$ cat config.mk
export PLATFORM = sky130hd
export DESIGN_NAME = centi_log10_approximation
export DESIGN_NICKNAME = d
export VERILOG_FILES = /design/src/hdl/cl10_pkg.sv /design/src/hdl/centi_log10_approximation.sv /design/src/hdl/cl10_lod.sv /design/src/hdl/cl10_norm.sv /design/src/hdl/cl10_scale.sv /design/src/hdl/cl10_corr.sv
export SDC_FILE = /design/constraint.sdc
export NUM_CORES = 1
export LEC_CHECK = 0
export BUFFER_PORTS_ARGS = -buffer_cell sky130_fd_sc_hd__buf_2
export CAP_MARGIN = 5
export CORE_ASPECT_RATIO = 0.8
export CORE_MARGIN = 4
export CORE_UTILIZATION = 50
export CTS_CLUSTER_SIZE = 8
export DETAILED_ROUTE_END_ITERATION = 8
export GPL_TIMING_DRIVEN = 0
export MAX_ROUTING_LAYER = met4
export PLACE_DENSITY_LB_ADDON = 0.05
export SETUP_SLACK_MARGIN = 0.1
export SLEW_MARGIN = 0
export SYNTH_ARGS = -nofsm -noshare
export SYNTH_HDL_FRONTEND = slang
export SYNTH_HIERARCHICAL = 1
export SYNTH_SLANG_ARGS = --single-unit
$ cat constraint.sdc
create_clock -name clk -period 4.1 [get_ports clk]
set_input_delay 0.615 -clock clk [delete_from_list [all_inputs] [get_ports clk]]
set_output_delay 0.615 -clock clk [all_outputs]
set_load 0.01 [all_outputs]
$ cat src/hdl/cl10_pkg.sv
// Shared constants, tables and stage types for the centi-log10 pipeline.
// No dependencies.
package cl10_pkg;

    localparam int VALUE_W      = 32;
    localparam int K_W          = 5;
    localparam int RATIO_W      = 8;
    localparam int CORR_W       = 6;
    localparam int OUT_W        = 10;
    localparam int PROD_W       = VALUE_W + 7;
    localparam int THRESH_COUNT = 17;
    localparam int LATENCY      = 4;

    localparam logic [6:0]        RATIO_SCALE  = 7'd100;
    localparam logic [CORR_W-1:0] CORR_DEFAULT = 6'd32;

    // ratio thresholds; correction is twice the index of the first one >= ratio
    localparam logic [RATIO_W-1:0] THRESH [THRESH_COUNT] = '{
        8'd100, 8'd104, 8'd109, 8'd114, 8'd120, 8'd125, 8'd131, 8'd138, 8'd144,
        8'd151, 8'd158, 8'd166, 8'd173, 8'd182, 8'd190, 8'd199, 8'd208
    };

    // floor(301*k/10) for k = 0..31
    localparam logic [OUT_W-1:0] BASE_TAB [2**K_W] = '{
        10'd0,   10'd30,  10'd60,  10'd90,  10'd120, 10'd150, 10'd180, 10'd210,
        10'd240, 10'd270, 10'd301, 10'd331, 10'd361, 10'd391, 10'd421, 10'd451,
        10'd481, 10'd511, 10'd541, 10'd571, 10'd602, 10'd632, 10'd662, 10'd692,
        10'd722, 10'd752, 10'd782, 10'd812, 10'd842, 10'd872, 10'd903, 10'd933
    };

    typedef struct packed {
        logic [VALUE_W-1:0] v;
        logic [K_W-1:0]     k;
    } lod_t;

    typedef struct packed {
        logic [VALUE_W-1:0] m;
        logic [K_W-1:0]     k;
    } norm_t;

    typedef struct packed {
        logic [RATIO_W-1:0] ratio;
        logic [OUT_W-1:0]   base;
    } scale_t;

endpackage

$ cat src/hdl/centi_log10_approximation.sv
// Top level of the centi-log10 pipeline; depends on cl10_pkg and the four stage modules.
// Result path: each item passes the stage registers in order, and done is the valid bit of
// the correction stage register.
// Throughput: one item per cycle; four register stages (leading-one detect,
// normalize shift, x100 multiply, threshold correction). busy stays low.
// Reset: rst_n asynchronous, active low, clears the stage valid bits; in-flight items drop.
module centi_log10_approximation (
    input  logic                         clk,
    input  logic                         rst_n,
    input  logic                         start,
    output logic                         busy,
    input  logic [cl10_pkg::VALUE_W-1:0] value,
    output logic                         done,
    output logic [cl10_pkg::OUT_W-1:0]   centi_log
);

    logic             lod_valid;
    cl10_pkg::lod_t   lod_data;
    logic             norm_valid;
    cl10_pkg::norm_t  norm_data;
    logic             scale_valid;
    cl10_pkg::scale_t scale_data;

    assign busy = 1'b0;

    cl10_lod u_lod (
        .clk       (clk),
        .rst_n     (rst_n),
        .in_valid  (start),
        .value     (value),
        .out_valid (lod_valid),
        .out_data  (lod_data)
    );

    cl10_norm u_norm (
        .clk       (clk),
        .rst_n     (rst_n),
        .in_valid  (lod_valid),
        .in_data   (lod_data),
        .out_valid (norm_valid),
        .out_data  (norm_data)
    );

    cl10_scale u_scale (
        .clk       (clk),
        .rst_n     (rst_n),
        .in_valid  (norm_valid),
        .in_data   (norm_data),
        .out_valid (scale_valid),
        .out_data  (scale_data)
    );

    cl10_corr u_corr (
        .clk       (clk),
        .rst_n     (rst_n),
        .in_valid  (scale_valid),
        .in_data   (scale_data),
        .done      (done),
        .centi_log (centi_log)
    );

endmodule

$ cat src/hdl/cl10_lod.sv
// Stage 1: leading-one position of the input item.
// Depends on cl10_pkg.
module cl10_lod (
    input  logic                         clk,
    input  logic                         rst_n,
    input  logic                         in_valid,
    input  logic [cl10_pkg::VALUE_W-1:0] value,
    output logic                         out_valid,
    output cl10_pkg::lod_t               out_data
);

    logic           valid_reg;
    cl10_pkg::lod_t data_reg;
    cl10_pkg::lod_t data_next;

    // zero input leaves k at 0
    always_comb
    begin
        data_next.v = value;
        data_next.k = '0;
        for (int i = 0; i < cl10_pkg::VALUE_W; i++)
        begin
            if (value[i])
            begin
                data_next.k = cl10_pkg::K_W'(i);
            end
        end
    end

    always_ff @(posedge clk or negedge rst_n)
    begin
        if (!rst_n)
        begin
            valid_reg <= 1'b0;
        end
        else
        begin
            valid_reg <= in_valid;
        end
    end

    always_ff @(posedge clk)
    begin
        data_reg <= data_next;
    end

    assign out_valid = valid_reg;
    assign out_data  = data_reg;

endmodule

$ cat src/hdl/cl10_norm.sv
// Stage 2: shifts the leading one to the top bit.
// Depends on cl10_pkg.
module cl10_norm (
    input  logic            clk,
    input  logic            rst_n,
    input  logic            in_valid,
    input  cl10_pkg::lod_t  in_data,
    output logic            out_valid,
    output cl10_pkg::norm_t out_data
);

    logic                      valid_reg;
    cl10_pkg::norm_t           data_reg;
    cl10_pkg::norm_t           data_next;
    logic [cl10_pkg::K_W-1:0]  shamt;

    always_comb
    begin
        shamt       = cl10_pkg::K_W'(cl10_pkg::VALUE_W - 1) - in_data.k;
        data_next.m = in_data.v << shamt;
        data_next.k = in_data.k;
    end

    always_ff @(posedge clk or negedge rst_n)
    begin
        if (!rst_n)
        begin
            valid_reg <= 1'b0;
        end
        else
        begin
            valid_reg <= in_valid;
        end
    end

    always_ff @(posedge clk)
    begin
        data_reg <= data_next;
    end

    assign out_valid = valid_reg;
    assign out_data  = data_reg;

endmodule

$ cat src/hdl/cl10_scale.sv
// Stage 3: mantissa ratio floor(value*100/2^k) and the integer-part base.
// Depends on cl10_pkg.
module cl10_scale (
    input  logic             clk,
    input  logic             rst_n,
    input  logic             in_valid,
    input  cl10_pkg::norm_t  in_data,
    output logic             out_valid,
    output cl10_pkg::scale_t out_data
);

    logic                        valid_reg;
    cl10_pkg::scale_t            data_reg;
    cl10_pkg::scale_t            data_next;
    logic [cl10_pkg::PROD_W-1:0] prod;

    // m = value << (31-k), so m*100 >> 31 is the exact ratio; zero gives zero
    always_comb
    begin
        prod = cl10_pkg::PROD_W'(in_data.m) * cl10_pkg::PROD_W'(cl10_pkg::RATIO_SCALE);
        data_next.ratio = prod[cl10_pkg::PROD_W-1 -: cl10_pkg::RATIO_W];
        data_next.base  = cl10_pkg::BASE_TAB[in_data.k];
    end

    always_ff @(posedge clk or negedge rst_n)
    begin
        if (!rst_n)
        begin
            valid_reg <= 1'b0;
        end
        else
        begin
            valid_reg <= in_valid;
        end
    end

    always_ff @(posedge clk)
    begin
        data_reg <= data_next;
    end

    assign out_valid = valid_reg;
    assign out_data  = data_reg;

endmodule

$ cat src/hdl/cl10_corr.sv
// Stage 4: threshold correction, final sum and result register.
// Depends on cl10_pkg.
module cl10_corr (
    input  logic                       clk,
    input  logic                       rst_n,
    input  logic                       in_valid,
    input  cl10_pkg::scale_t           in_data,
    output logic                       done,
    output logic [cl10_pkg::OUT_W-1:0] centi_log
);

    logic                        done_reg;
    logic [cl10_pkg::OUT_W-1:0]  result_reg;
    logic [cl10_pkg::OUT_W-1:0]  result_next;
    logic [cl10_pkg::CORR_W-1:0] corr;

    // first qualifying threshold wins: scan from the top down
    always_comb
    begin
        corr = cl10_pkg::CORR_DEFAULT;
        for (int i = cl10_pkg::THRESH_COUNT - 1; i >= 0; i--)
        begin
            if (in_data.ratio <= cl10_pkg::THRESH[i])
            begin
                corr = cl10_pkg::CORR_W'(2 * i);
            end
        end
        result_next = in_data.base + cl10_pkg::OUT_W'(corr);
    end

    always_ff @(posedge clk or negedge rst_n)
    begin
        if (!rst_n)
        begin
            done_reg <= 1'b0;
        end
        else
        begin
            done_reg <= in_valid;
        end
    end

    always_ff @(posedge clk)
    begin
        result_reg <= result_next;
    end

    assign done      = done_reg;
    assign centi_log = result_reg;

endmodule

# After elaboration in Yosys (flattened, before gate mapping)
# Memories as Yosys holds them, arrays and structs flattened. A register that Yosys moved wholly into a read port is not among the register bits.
# Index checks and enable logic that the tools add are counted.
# W data, S select, Z words.
[word_totals] n_memories=1 ff_bits=96 rom_bits=320 input_bits=35
[mem_list] memory="(no name shown)" depth=32 width=10 read_ports=1 rd_ports_with_merged_regs=1 wr=0 line_no="cl10_scale.sv:22" text="data_next.base = cl10_pkg::BASE_TAB[in_data.k];"
[classes] mul=1 n_reduce_logical=4 n_lt_le_gt_ge=16 n_bitwise=1 n_addsub=2 mux=46 shifts=1
[ops] operator="$mux W6" n=16
[ops] operator="$le A8 B8 Y1 const B" n=10
[ops] operator="$mux W5" n=14
[ops] operator="$le A8 B7 Y1 const B" n=6
[ops] operator="$mul A32 B5 Y37 const B" n=1
[ops] operator="$mux W4" n=8
[ops] operator="$shl A32 B5 Y32" n=1
[ops] operator="$reduce_or A16 Y1" n=1
[ops] operator="$mux W3" n=4
[ops] operator="$add A10 B6 Y10" n=1
[ops] operator="$reduce_or A8 Y1" n=1
[ops] operator="$not A5 Y6" n=1
[ops] operator="$sub A5 B5 Y5 const A" n=1
[ops] operator="$mux W2" n=2
[ops] operator="$reduce_or A4 Y1" n=1
[ops] operator="$mux W1" n=2
[ops] operator="$reduce_or A2 Y1" n=1

# Depth between registers and ports, before layout
[logic_depth] word_depth=30 depth_mapped=14 depth_no_buf=13

# Cells and area by module
# Netlist, hierarchy kept.
[by_module_without_submodules] mod="cl10_scale" cells_per_inst=449 area_each_um2=3734.8 n_inst=1
[by_module_without_submodules] mod="cl10_norm" cells_per_inst=271 area_each_um2=2831.5 n_inst=1
[by_module_without_submodules] mod="cl10_lod" cells_per_inst=101 area_each_um2=1111.1 n_inst=1
[by_module_without_submodules] mod="cl10_corr" cells_per_inst=119 area_each_um2=904.6 n_inst=1
[by_module_without_submodules] mod="centi_log10_approximation" cells_per_inst=2 area_each_um2=11.3 n_inst=1

# Least setup slack after synthesis
# No wires, ideal clock.
[synth_path] path_type="register to register" start="register u_norm.data_reg (netlist bit u_norm/out_data[21])" end="register u_scale.data_reg (netlist bit u_scale/out_data[16])" setup_slack_ps=1038 path_stages_with_launch=14 t_required_ps=4028 setup_time_ps=72 t_arrival_ps=2990 n_path_buf=0 cell_sequence="dfxtp_1 > ha_1 > ha_1 > inv_1 > fa_1 > inv_1 > ha_1 > a211oi_2 > o21ai_1 > o21a_1 > a311o_1 > a211o_1 > a21oi_2 > xnor2_1"
[synth_rtl] item="start: declaration" line_no="cl10_norm.sv:13" text="cl10_pkg::norm_t data_reg;"
[synth_rtl] item="start signal: assignment" line_no="cl10_norm.sv:38" text="data_reg <= data_next;"
[synth_rtl] item="end signal: assignment" line_no="cl10_scale.sv:39" text="data_reg <= data_next;"
[synth_rtl] item="end: declaration" line_no="cl10_scale.sv:13" text="cl10_pkg::scale_t data_reg;"

==> reports/summary.txt <==
Total number of H-tree levels - 3
Clock tree from TritonCTS - yes
Total routing usage reported by global routing - 0.218
Final WS setup - 0.426 ns
Area enclosed by the die boundary - 0.0194 mm2
Endpoints failing setup - 0
Clock transition at path regs - 0.07 ns
Number of synthesis warnings - 6
Overall power consumption - 5.03 mW
Detailed placement HPWL - 16.7 mm
Final hold violation count - 0
Post-CTS Setup Repair Bufs - 0
Via total after detailed routing - 7,043
Max Fanout on Critical Path - 4
Std-Cell Core Area - 0.0167 mm2
Category of the worst setup path capture point - flop
Total clock buffers created by CTS - 9
Synthesized-area fraction occupied by ao, oa, aoi and oai cells - 0.170
Worst slew margin relative to its limit - 0.528
Number of enable flip-flop cells after synthesis - 0
Remaining number of nets flagged by the antenna check after routing - 0
Synth area leader - dfxtp_1
WHS - 0.0493 ns
Main combinational cell family by area after synthesis - adder cells
Worst slack after detailed placement - 0.155 ns
Post-Synthesis Cell Area - 0.00859 mm2
Largest net degree at the start of global routing - 18
Initial antenna violation count - 0
Final Max Slew Viols - 0
Total number of placement rows - 42
Number of diodes - 0
#FFs+latches synth - 106
Top-Level Pins - 47
Share of the synthesized netlist area taken by xor and xnor gates - 0.0173
Proportion of layout cells with a drive suffix above 1 - 0.145
Main area contributors after synthesis - dfxtp_1 24%, ha_1 16%, mux4_2 7.6%, fa_1 6.3%, inv_1 6.2%
Max IR drop VDD - 280 uV
Most common library cell in the layout ignoring fill and taps - inv_1
Maximum count of clock buffers along a single path - 2
Min-Delay Path Class - input pin to asynchronous set/reset pin
Setup TNS Final - 0 ns
Start-to-end type of the worst setup path - flop to flop
Dpl cell area - 0.00909 mm2
Filler Cell Count - 1,547
Util after Layout - 0.561
Die span in x - 155 um
Routed length per instance - 16.8 um
Share of the yosys chip area belonging to registers - 0.249
Synthesized-area fraction occupied by and/or/nand/nor cells - 0.130
Total wire length after detailed routing - 20.5 mm
Setup skew after layout - 0.00996 ns
Relative area change from synthesis to final layout - 9.16%
Iter 0 DRT Violations - 649
Number of sinks handled by clock tree synthesis - 106
Vias in the first global route - 6,399
Max-capacitance violation count - 0
Number of detailed-route iterations in the first pass - 5
# port buffers - 45
Number of nets at the end of the flow - 1,170
Portion of synthesized cell area occupied by the leading cell type - 0.238
Standby leakage power - 4.53 nW
Power density of the placed cells - 536 mW/mm2
Fin crit share - 0.896
Async S/R FF share, synth - 0.0377
Final critical delay including setup and external delays - 3.67 ns
Root buffer cell - clkbuf_16
Worst Max-Slew Pin Slew - 0.702 ns
CP arrival - 3.92 ns
Result of the run - completed
Placed Cells incl. Taps - 1,207
Sort of element at the start of the critical path - flop
Leading register cell type out of synthesis - dfxtp_1
Data required time of the critical path - 4.34 ns
Mean Syn Cell Area - 9.12 um2
Post-synthesis mux area share - 0.122
Y dimension of the die - 125 um
Remaining Overflow, GRT - 0
DR DRC count - 0
Count of distinct cell types in the synthesized netlist - 87
Clk Latency, worst-skew pair - 0.35 ns
Final std cells w/o fill - 1,223
Synthesized netlist cell count - 942
Most used cells in the layout excluding fill and tap cells - 142 x inv_1, 110 x ha_1, 102 x dfxtp_1
Wire length of the first global-routing pass - 33.2 mm
Fin area - 0.00938 mm2
Last weighted congestion value of the routability-driven placer - 0.929
Adder-cell area share of the yosys netlist - 0.223
Setup repair after global routing missed its margin - false
Post-DR vias/cell - 5.76
Net Count, Synth - 1,114
Max Freq - 272 MHz
Starting utilization of the core area - 0.514
## synth_stat cells (all sizes together), types with 18 or more instances
cell / number
inv: 143
ha: 110
dfxtp: 102
nand2: 61
nor2: 59
o21ai: 48
a21oi: 38
mux4: 31
fa: 27
buf: 24
mux2i: 24
clkbuf: 18
## what timing repair did
action / CTS / global route
setup endpoints to repair: 0 / 2
hold buffers: 0 / 0
gates resized for setup: 0 / 1
hold endpoints to repair: 0 / 0
## layout make-up
cell class | instances | area [um2] | share of cell area
clock inverter | 5 | 38.8 | 0.00413
inverter | 144 | 541 | 0.0576
clock buffer | 11 | 243 | 0.0259
multi-input combinational | 650 | 5700 | 0.608
sequential | 106 | 2140 | 0.228
timing repair buffer | 45 | 225 | 0.0240
buffer | 42 | 214 | 0.0228
tap | 220 | 275 | 0.0293
## per-layer routing
layer / share of wire / global-route usage / up-vias
li1: - / - / 3467
met1: 0.48 / 0.331 / 3251
met2: 0.42 / 0.289 / 296
met3: 0.091 / 0.0573 / 29
met4: 0.012 / 0.0452 / 0
met5: 0 / - / -
## cells by family (layout without fill, tap and decap cells)
family | count (synthesis) | after routing
simple gates | 222 | 222
mux | 64 | 64
compound gates | 209 | 209
other cells | 1 | 1
buf+inv | 186 | 247
xor+xnor | 17 | 17
fa+ha+maj | 137 | 137
flops | 106 | 106
## critical path: stages, from the launching register on
cell and delay [ns]:
dfxtp_1 0.39, ha_1 0.26, ha_1 0.28, inv_1 0.05
fa_1 0.50, inv_1 0.05, ha_1 0.32, and3_1 0.24
nand3_1 0.22, a2111oi_2 0.65, o311a_1 0.28, a211o_1 0.13
a21oi_2 0.06, xnor2_1 0.14
## power breakdown
part / total (mW) / switching, mW / internal (mW)
registers: 1.32 / 0.123 / 1.19
clock network: 0.813 / 0.381 / 0.432
logic: 2.90 / 1.68 / 1.22
## final timing paths
path	slack, ns	depth (start not counted)	start	to
max reg2reg	0.43	13	u_norm/out_data[17]$_SDFF_PN0_	u_scale/out_data[16]$_DFF_P_
min in group clk	0.33	0	u_scale/out_data[0]$_DFF_P_	u_corr/centi_log[0]$_DFF_P_
min	0.05	1	rst_n	u_lod/out_valid$_DFF_PN0_
max in group asynchronous	3.93	1	rst_n	u_corr/done$_DFF_PN0_
max	0.43	13	u_norm/out_data[17]$_SDFF_PN0_	u_scale/out_data[16]$_DFF_P_
min reg2reg	0.33	0	u_scale/out_data[0]$_DFF_P_	u_corr/centi_log[0]$_DFF_P_
(Power assumes the default switching activity.)
